$ cat src/rtl/hfj_pkg.sv
// ============================================================================
// hfj_pkg: shared definitions for the Halton frame jitter unit
// Widths, codes, fixed constants and the sequencer state type.
// ============================================================================
package hfj_pkg;

  // Operation codes carried by an input transaction
  localparam logic OP_ADVANCE = 1'b0;
  localparam logic OP_RESET   = 1'b1;

  // Configuration port geometry
  localparam int          CFG_ADDR_W      = 3;
  localparam int          CFG_DATA_W      = 32;
  localparam logic        REG_STRENGTH    = 1'b0;    // register select, paddr[2]
  localparam logic [15:0] STRENGTH_RESET  = 16'd256; // 1.0 in Q8.8

  // Radical inverse constants
  localparam int          TERNARY_DIGITS  = 21;
  localparam int          FRAC_BITS       = 24;
  localparam int          REV_W           = 34;                // holds 3^21 - 1
  localparam logic [33:0] TERN_SPAN       = 34'd10460353203;   // 3^21
  localparam logic [31:0] RECIP3          = 32'hAAAAAAAB;      // ceil(2^33 / 3)
  localparam logic [23:0] HALF_Q24        = 24'h800000;

  // Step counter covers the longer of the digit and quotient phases
  localparam int          CNT_W           = 5;

  typedef enum logic [2:0] {
    ST_IDLE,
    ST_DIGIT,
    ST_DIVIDE,
    ST_SCALE_X,
    ST_SCALE_Y,
    ST_DONE
  } hfj_state_t;

endpackage

$ cat src/rtl/hfj_if.sv
// ============================================================================
// hfj_if: valid/ready channels of the Halton frame jitter unit
// One interface for the input transactions and one for the results.
// ============================================================================
interface hfj_in_if;
  logic               valid;
  logic               ready;
  logic               operation;
  logic signed [31:0] step_seconds;
  logic signed [31:0] start_seconds;

  modport source (output valid, output operation, output step_seconds,
                  output start_seconds, input ready);
  modport sink   (input valid, input operation, input step_seconds,
                  input start_seconds, output ready);
endinterface

interface hfj_out_if;
  logic               valid;
  logic               ready;
  logic        [31:0] frame_number;
  logic        [31:0] elapsed_seconds;
  logic signed [23:0] jitter_x;
  logic signed [23:0] jitter_y;

  modport source (output valid, output frame_number, output elapsed_seconds,
                  output jitter_x, output jitter_y, input ready);
  modport sink   (input valid, input frame_number, input elapsed_seconds,
                  input jitter_x, input jitter_y, output ready);
endinterface

$ cat src/rtl/halton_frame_jitter_unit.sv
// ============================================================================
// halton_frame_jitter_unit: per-frame Halton (2,3) subpixel jitter
// Keeps a saturating frame clock and a wrapping frame counter, and produces
// a jitter pair from the base-2 and base-3 radical inverses of the next
// frame index, scaled by a programmable strength.
// ============================================================================
//
//  Channel  Direction  Handshake            Payload
//  -------  ---------  -------------------  ------------------------------------
//  in_ch    sink       valid / ready        operation, step_seconds, start_seconds
//  out_ch   source     valid / ready        frame_number, elapsed_seconds,
//                                           jitter_x, jitter_y
//  cfg      APB slave  psel/penable/pready  jitter_strength at byte address 0
//
//  An advance transaction extracts 21 ternary digits through a divide-by-three
//  reciprocal multiplier, runs a bit-serial restoring division by 3^21 for
//  the 24 fraction bits of the base-3 inverse, shares one multiplier for the
//  two scaled jitters, one after the other, and then moves the result into
//  the output register.
//  A reset transaction skips the arithmetic and goes straight to the hand-over.
//  One transaction is in flight at a time; the next is accepted once the
//  previous result has moved into the output register, which may still wait.
//  rst_n is synchronous; after it the strength is 1.0 and the timeline is zero.
//
module halton_frame_jitter_unit
  import hfj_pkg::*;
(
  input  logic                  clk,
  input  logic                  rst_n,
  hfj_in_if.sink                in_ch,
  hfj_out_if.source             out_ch,
  input  logic                  psel,
  input  logic                  penable,
  input  logic                  pwrite,
  input  logic [CFG_ADDR_W-1:0] paddr,
  input  logic [CFG_DATA_W-1:0] pwdata,
  output logic [CFG_DATA_W-1:0] prdata,
  output logic                  pready
);

  // Control state
  hfj_state_t       state_r, state_nxt;
  logic [CNT_W-1:0] cnt_r, cnt_nxt;
  logic             out_valid_r, out_valid_nxt;
  logic [31:0]      frame_r, frame_nxt;
  logic [31:0]      time_r, time_nxt;
  logic [15:0]      strength_r, strength_nxt;

  // Datapath registers
  logic [31:0]           n_r, n_nxt;        // remaining value during digit extraction
  logic [REV_W-1:0]      acc_r, acc_nxt;    // reversed ternary integer, then remainder
  logic [FRAC_BITS-1:0]  h2_r, h2_nxt;      // base-2 inverse
  logic [FRAC_BITS-1:0]  h3_r, h3_nxt;      // base-3 inverse, built a bit per cycle
  logic signed [23:0]    jx_r, jx_nxt;
  logic signed [23:0]    jy_r, jy_nxt;
  logic [31:0]           out_frame_r, out_frame_nxt;
  logic [31:0]           out_time_r, out_time_nxt;
  logic signed [23:0]    out_jx_r, out_jx_nxt;
  logic signed [23:0]    out_jy_r, out_jy_nxt;

  // Combinational helpers
  logic                  in_fire;
  logic                  cfg_wr;
  logic [31:0]           step_add;
  logic [32:0]           time_sum;
  logic [31:0]           k_val;
  logic [63:0]           div3_prod;
  logic [31:0]           div3_quot;
  logic [1:0]            digit;
  logic [REV_W-1:0]      acc_times3;
  logic [REV_W:0]        rem_shift;
  logic                  rem_ge;
  logic [FRAC_BITS-1:0]  scale_in;
  logic signed [24:0]    scale_dev;
  logic signed [16:0]    scale_gain;
  logic signed [41:0]    scale_prod;

  assign in_ch.ready = (state_r == ST_IDLE);
  assign in_fire     = in_ch.valid && in_ch.ready;

  // Configuration port: single register, never inserts wait states
  assign pready = 1'b1;
  assign cfg_wr = psel && penable && pwrite && pready && (paddr[2] == REG_STRENGTH);
  assign prdata = (paddr[2] == REG_STRENGTH) ? {16'd0, strength_r} : '0;

  // Divide by three through the reciprocal; the digit is the 2-bit remainder
  assign div3_prod = 64'(n_r) * 64'(RECIP3);
  assign div3_quot = {1'b0, div3_prod[63:33]};
  assign digit     = n_r[1:0] - (div3_quot[1:0] + {div3_quot[0], 1'b0});

  // Horner step of the reversed ternary integer
  assign acc_times3 = {acc_r[REV_W-2:0], 1'b0} + acc_r + REV_W'(digit);

  // Restoring division step by 3^21
  assign rem_shift = {acc_r, 1'b0};
  assign rem_ge    = (rem_shift >= {1'b0, TERN_SPAN});

  // Shared scaling multiplier: (h - 0.5) * strength, floored to Q8.16
  assign scale_in   = (state_r == ST_SCALE_X) ? h2_r : h3_r;
  assign scale_dev  = $signed({1'b0, scale_in}) - $signed({1'b0, HALF_Q24});
  assign scale_gain = $signed({1'b0, strength_r});
  assign scale_prod = scale_dev * scale_gain;

  // Time step and next frame index
  assign step_add = in_ch.step_seconds[31] ? 32'd0 : in_ch.step_seconds;
  assign time_sum = {1'b0, time_r} + {1'b0, step_add};
  assign k_val    = frame_r + 32'd2;

  // Sequencer and datapath next values
  always_comb begin
    state_nxt     = state_r;
    cnt_nxt       = cnt_r;
    frame_nxt     = frame_r;
    time_nxt      = time_r;
    strength_nxt  = strength_r;
    n_nxt         = n_r;
    acc_nxt       = acc_r;
    h2_nxt        = h2_r;
    h3_nxt        = h3_r;
    jx_nxt        = jx_r;
    jy_nxt        = jy_r;
    out_frame_nxt = out_frame_r;
    out_time_nxt  = out_time_r;
    out_jx_nxt    = out_jx_r;
    out_jy_nxt    = out_jy_r;
    out_valid_nxt = out_valid_r && !out_ch.ready;

    if (cfg_wr) begin
      strength_nxt = pwdata[15:0];
    end

    case (state_r)
      ST_IDLE: begin
        if (in_fire) begin
          if (in_ch.operation == OP_RESET) begin
            time_nxt  = in_ch.start_seconds[31] ? 32'd0 : in_ch.start_seconds;
            frame_nxt = 32'd0;
            jx_nxt    = '0;
            jy_nxt    = '0;
            state_nxt = ST_DONE;
          end else begin
            time_nxt  = time_sum[32] ? 32'hFFFF_FFFF : time_sum[31:0];
            frame_nxt = frame_r + 32'd1;
            n_nxt     = k_val;
            acc_nxt   = '0;
            cnt_nxt   = '0;
            // Base-2 inverse is the low 24 bits of k in reversed order
            for (int j = 0; j < FRAC_BITS; j++) begin
              h2_nxt[FRAC_BITS-1-j] = k_val[j];
            end
            state_nxt = ST_DIGIT;
          end
        end
      end
      ST_DIGIT: begin
        n_nxt   = div3_quot;
        acc_nxt = acc_times3;
        cnt_nxt = cnt_r + 1'b1;
        if (cnt_r == CNT_W'(TERNARY_DIGITS - 1)) begin
          cnt_nxt   = '0;
          state_nxt = ST_DIVIDE;
        end
      end
      ST_DIVIDE: begin
        acc_nxt = rem_ge ? REV_W'(rem_shift - {1'b0, TERN_SPAN}) : REV_W'(rem_shift);
        h3_nxt  = {h3_r[FRAC_BITS-2:0], rem_ge};
        cnt_nxt = cnt_r + 1'b1;
        if (cnt_r == CNT_W'(FRAC_BITS - 1)) begin
          cnt_nxt   = '0;
          state_nxt = ST_SCALE_X;
        end
      end
      ST_SCALE_X: begin
        jx_nxt    = scale_prod[39:16];
        state_nxt = ST_SCALE_Y;
      end
      ST_SCALE_Y: begin
        jy_nxt    = scale_prod[39:16];
        state_nxt = ST_DONE;
      end
      ST_DONE: begin
        // Hand the result over once the output register is free
        if (!out_valid_r || out_ch.ready) begin
          out_frame_nxt = frame_r;
          out_time_nxt  = time_r;
          out_jx_nxt    = jx_r;
          out_jy_nxt    = jy_r;
          out_valid_nxt = 1'b1;
          state_nxt     = ST_IDLE;
        end
      end
      default: begin
        state_nxt = ST_IDLE;
      end
    endcase
  end

  // Control registers
  always_ff @(posedge clk) begin
    if (!rst_n) begin
      state_r     <= ST_IDLE;
      cnt_r       <= '0;
      out_valid_r <= 1'b0;
      frame_r     <= '0;
      time_r      <= '0;
      strength_r  <= STRENGTH_RESET;
    end else begin
      state_r     <= state_nxt;
      cnt_r       <= cnt_nxt;
      out_valid_r <= out_valid_nxt;
      frame_r     <= frame_nxt;
      time_r      <= time_nxt;
      strength_r  <= strength_nxt;
    end
  end

  // Payload registers
  always_ff @(posedge clk) begin
    n_r         <= n_nxt;
    acc_r       <= acc_nxt;
    h2_r        <= h2_nxt;
    h3_r        <= h3_nxt;
    jx_r        <= jx_nxt;
    jy_r        <= jy_nxt;
    out_frame_r <= out_frame_nxt;
    out_time_r  <= out_time_nxt;
    out_jx_r    <= out_jx_nxt;
    out_jy_r    <= out_jy_nxt;
  end

  assign out_ch.valid           = out_valid_r;
  assign out_ch.frame_number    = out_frame_r;
  assign out_ch.elapsed_seconds = out_time_r;
  assign out_ch.jitter_x        = out_jx_r;
  assign out_ch.jitter_y        = out_jy_r;

endmodule

$ cat src/flat_wrapper.sv
// flat-port wrapper written by rule: the top's interface ports become plain ports
module halton_frame_jitter_unit_flat import hfj_pkg::*;
  (clk, rst_n, psel, penable, pwrite, paddr, pwdata, prdata, pready, in_ch_valid, in_ch_operation, in_ch_step_seconds, in_ch_start_seconds, in_ch_ready, out_ch_valid, out_ch_frame_number, out_ch_elapsed_seconds, out_ch_jitter_x, out_ch_jitter_y, out_ch_ready);
  hfj_in_if in_ch_i ();
  hfj_out_if out_ch_i ();
  input  logic clk;
  input  logic rst_n;
  input  logic psel;
  input  logic penable;
  input  logic pwrite;
  input  logic [CFG_ADDR_W-1:0] paddr;
  input  logic [CFG_DATA_W-1:0] pwdata;
  output logic [CFG_DATA_W-1:0] prdata;
  output logic pready;
  input wire logic [$bits(in_ch_i.valid)-1:0] in_ch_valid;
  input wire logic [$bits(in_ch_i.operation)-1:0] in_ch_operation;
  input wire logic [$bits(in_ch_i.step_seconds)-1:0] in_ch_step_seconds;
  input wire logic [$bits(in_ch_i.start_seconds)-1:0] in_ch_start_seconds;
  output wire logic [$bits(in_ch_i.ready)-1:0] in_ch_ready;
  output wire logic [$bits(out_ch_i.valid)-1:0] out_ch_valid;
  output wire logic [$bits(out_ch_i.frame_number)-1:0] out_ch_frame_number;
  output wire logic [$bits(out_ch_i.elapsed_seconds)-1:0] out_ch_elapsed_seconds;
  output wire logic [$bits(out_ch_i.jitter_x)-1:0] out_ch_jitter_x;
  output wire logic [$bits(out_ch_i.jitter_y)-1:0] out_ch_jitter_y;
  input wire logic [$bits(out_ch_i.ready)-1:0] out_ch_ready;
  assign in_ch_i.valid = in_ch_valid;
  assign in_ch_i.operation = in_ch_operation;
  assign in_ch_i.step_seconds = in_ch_step_seconds;
  assign in_ch_i.start_seconds = in_ch_start_seconds;
  assign in_ch_ready = in_ch_i.ready;
  assign out_ch_valid = out_ch_i.valid;
  assign out_ch_frame_number = out_ch_i.frame_number;
  assign out_ch_elapsed_seconds = out_ch_i.elapsed_seconds;
  assign out_ch_jitter_x = out_ch_i.jitter_x;
  assign out_ch_jitter_y = out_ch_i.jitter_y;
  assign out_ch_i.ready = out_ch_ready;
  halton_frame_jitter_unit u_core (.clk(clk), .rst_n(rst_n), .in_ch(in_ch_i), .out_ch(out_ch_i), .psel(psel), .penable(penable), .pwrite(pwrite), .paddr(paddr), .pwdata(pwdata), .prdata(prdata), .pready(pready));
endmodule
$ cat config.mk
export PLATFORM = sky130hd
export DESIGN_NAME = halton_frame_jitter_unit_flat
export DESIGN_NICKNAME = d
export VERILOG_FILES = /design/src/rtl/hfj_pkg.sv /design/src/rtl/hfj_if.sv /design/src/rtl/halton_frame_jitter_unit.sv /design/src/flat_wrapper.sv
export SDC_FILE = /design/constraint.sdc
export NUM_CORES = 2
export LEC_CHECK = 0
export ABC_AREA = 1
export BUFFER_PORTS_ARGS = -buffer_cell sky130_fd_sc_hd__buf_4
export CELL_PAD_IN_SITES_DETAIL_PLACEMENT = 1
export CELL_PAD_IN_SITES_GLOBAL_PLACEMENT = 2
export CORE_MARGIN = 2
export CORE_UTILIZATION = 30
export CTS_CLUSTER_DIAMETER = 80
export DETAILED_ROUTE_END_ITERATION = 10
export MAX_ROUTING_LAYER = met4
export PLACE_DENSITY_LB_ADDON = 0.1
export SETUP_SLACK_MARGIN = 0.05
export SKIP_LAST_GASP = 1
export SYNTH_ARGS = -nofsm -noshare
export SYNTH_HDL_FRONTEND = slang
export SYNTH_SLANG_ARGS = --single-unit
$ cat constraint.sdc
create_clock -name clk -period 8.7 [get_ports clk]
set_input_delay 1.305 -clock clk [delete_from_list [all_inputs] [get_ports clk]]
set_output_delay 1.305 -clock clk [all_outputs]
set_load 0.02 [all_outputs]
==> flow_metrics.tcl <==
set metrics [dict create \
    clock_latency_ps 690 \
    fin_skew_ps 33.7 \
    instances_no_fill 9719 \
    via_count 45400 \
    grt_pass1_vias 49400 \
    numCtsBuffers 53 \
    grtUsageTotal 0.253 \
    synth_area_leaders "fa_1, edfxtp_1, ha_1" \
    required_ps 9090 \
    hp-class "reg -> reg" \
    hold_viol_final 0 \
    synthDistinctLibCells 49 \
    crit_top_cell "inv_2" \
    layout.nets 8751 \
    endpoint_kind "flip-flop" \
    yosys_register_bits 363 \
    wire_per_inst_um 22.5 \
    syn_inst 6617 \
    timing.final.max_slew_violations 0 \
    finalSetupViolCount 16 \
    io_pins 254 \
    async_flop_share 0 \
    drc 0 \
    max_stage_delay_ps 560 \
    slew_headroom 0.221 \
    initial_utilization 0.301 \
    yosysSeqAreaShare 0.189 \
    gp_congestion 0.930 \
    arrival_ps 9280 \
    worst_pin_slew_ps 1160 \
    clkSlewWorstSetupHoldPaths_ps 60 \
    yosysWarnings 0 \
    htree_levels 2 \
    antenna_found_initial 10 \
    grt_max_degree 56 \
    io_buffer_count 218 \
    coreArea_um2 176000 \
    cp-start-kind "flip-flop" \
    final_area_um2 64500 \
    overflow 0 \
    setup_ws_ps -187 \
    finalWirelength_mm 219 \
    placed_cell_area_um2 60400 \
    die_w_um 424 \
    layout_min_cycle_time_ps 8890 \
    dp_cells 9506 \
    clock_path_buffers 3 \
    crit_start "u_core.n_r[18]" \
    worstReg2RegStart "u_core.n_r[18]" \
    min_from "u_core.jx_r[18]" \
    vias_per_cell 4.67 \
    fmax_ghz 0.113 \
    drt_pass1_iterations 7 \
    ys.flop_type "edfxtp_1" \
    drtIter0Drc 2408 \
    synth_top_area_cell "fa_1" \
    syn_area_um2 53000 \
    die_height_um 424 \
    synth_edf_count 274 \
    antenna_left 0 \
    cts_tree "built" \
    syn2layout_area_growth_pct 21.8 \
    violations "setup timing" \
    die_area_um2 180000 \
    status "finished, violations left" \
    fin_crit_sh 1.02 \
    grt_first_pass_wirelength_mm 328 \
    synth_top_area_share 0.280 \
    hold_buffers 0 \
    layout-drive-gt1-share 0.161 \
    cts_num_sinks 363 \
    rsz0062_at_grt "yes" \
    synth.most_common_cell "inv_1" \
    fp-row-count 154 \
    dpl_worst_slack_ps -1060 \
    critPathSlowestCell "fa_2" \
    crit_fanout 3 \
    hpwl_mm 189 \
    cap_violations 0 \
    worst-setup-path-type "reg -> reg" \
    cts_root_buf "clkbuf_16" \
    synth_commonest_cells "inv_1, nand2_1, fa_1" \
    synth_area_per_cell_um2 8.01 \
]
-- stage by stage --
stage / util / setup TNS (ps) / hold WS (ps)
detailed placement: 0.343 / -23380 / 406
global placement: 0.343 / -22350 / 401
finish: 0.367 / -2070 / 419
floorplan: - / 0 / 400
CTS: 0.362 / -2190 / 421
global route: 0.367 / -11270 / 425
-- layer usage --
layer	part of all wire	wire length (um)	track usage	vias to the layer above
met4	0.020	4400	0.0461	0
met5	0	0	-	-
li1	-	-	-	21600
met1	0.47	103000	0.344	22900
met2	0.48	104000	0.414	666
met3	0.032	6970	0.0216	163
-- final cells by class --
class | count | area, um2
clock inverter | 37 | 398
multi-input combinational | 4531 | 37800
timing repair buffer | 765 | 5860
clock buffer | 63 | 1440
tap | 2340 | 2930
fill | 21100 | 111000
inverter | 1617 | 6070
antenna | 3 | 7.51
sequential | 363 | 10000
-- logic make-up (layout without fill, tap and decap cells) --
logic type	count (synthesis)	after routing	synth area share
buf+inv	1738	2482	0.125
xor+xnor	90	90	0.0149
compound gates	632	632	0.0653
other cells	2	20	0.000142
flops	363	363	0.189
simple gates	2479	2479	0.191
fa+ha+maj	1313	1313	0.415
-- path summary, 6_finish.rpt --
| kind | end | slack (ps) | depth (start not counted) |
|---|---|---|---|
| worst max-delay path | u_core.acc_r[13] | -190 | 47 |
| worst min-delay path | u_core.out_ch.jitter_x[18] | 420 | 0 |
| worst max register to register | u_core.acc_r[13] | -190 | 47 |
| worst min register to register | u_core.out_ch.jitter_x[18] | 420 | 0 |
-- cells in the final DEF, fill, tap and decap left out, types with 42 or more instances in the layout --
cell	count
xnor2_1	42
ha_1	519
nor3_1	56
buf_4	737
edfxtp_1	274
inv_2	58
clkbuf_16	54
nand3_1	228
fa_1	718
nor2_1	565
o21ai_0	183
nand2_1	1400
nand2_2	45
dfxtp_1	89
inv_1	1551
ha_4	46
a21oi_1	312
-- sequential cells by signal, summed over array words and instances (netlist names), 32 cells and up --
| name | cells |
|---|---|
| u_core.n_r | 32 |
| u_core.time_r | 32 |
| u_core.frame_r | 32 |
| u_core.out_ch.frame_number | 32 |
| u_core.acc_r | 34 |
| u_core.out_ch.elapsed_seconds | 32 |
-- worst max-delay path: cells and delay by family (launching register included) --
family / cells / cell delay [ps]
AO/OA/AOI/OAI: 4 / 540
XOR/XNOR: 2 / 290
adder cells (fa/ha/maj): 13 / 5180
buffers and inverters: 17 / 1290
flip-flops: 1 / 480
AND/OR/NAND/NOR: 11 / 830
-- what timing repair did --
action                                  in CTS  in global routing
setup buffers                               71                 41
endpoints found under the hold margin        0                  0
endpoints found under the setup margin      32                 36
resized for setup                          187                153
pin swaps                                  100                119
Power is left out: the tool's default activity adds up to more than one toggle a clock period on the data nets, which glitch-free logic cannot reach.
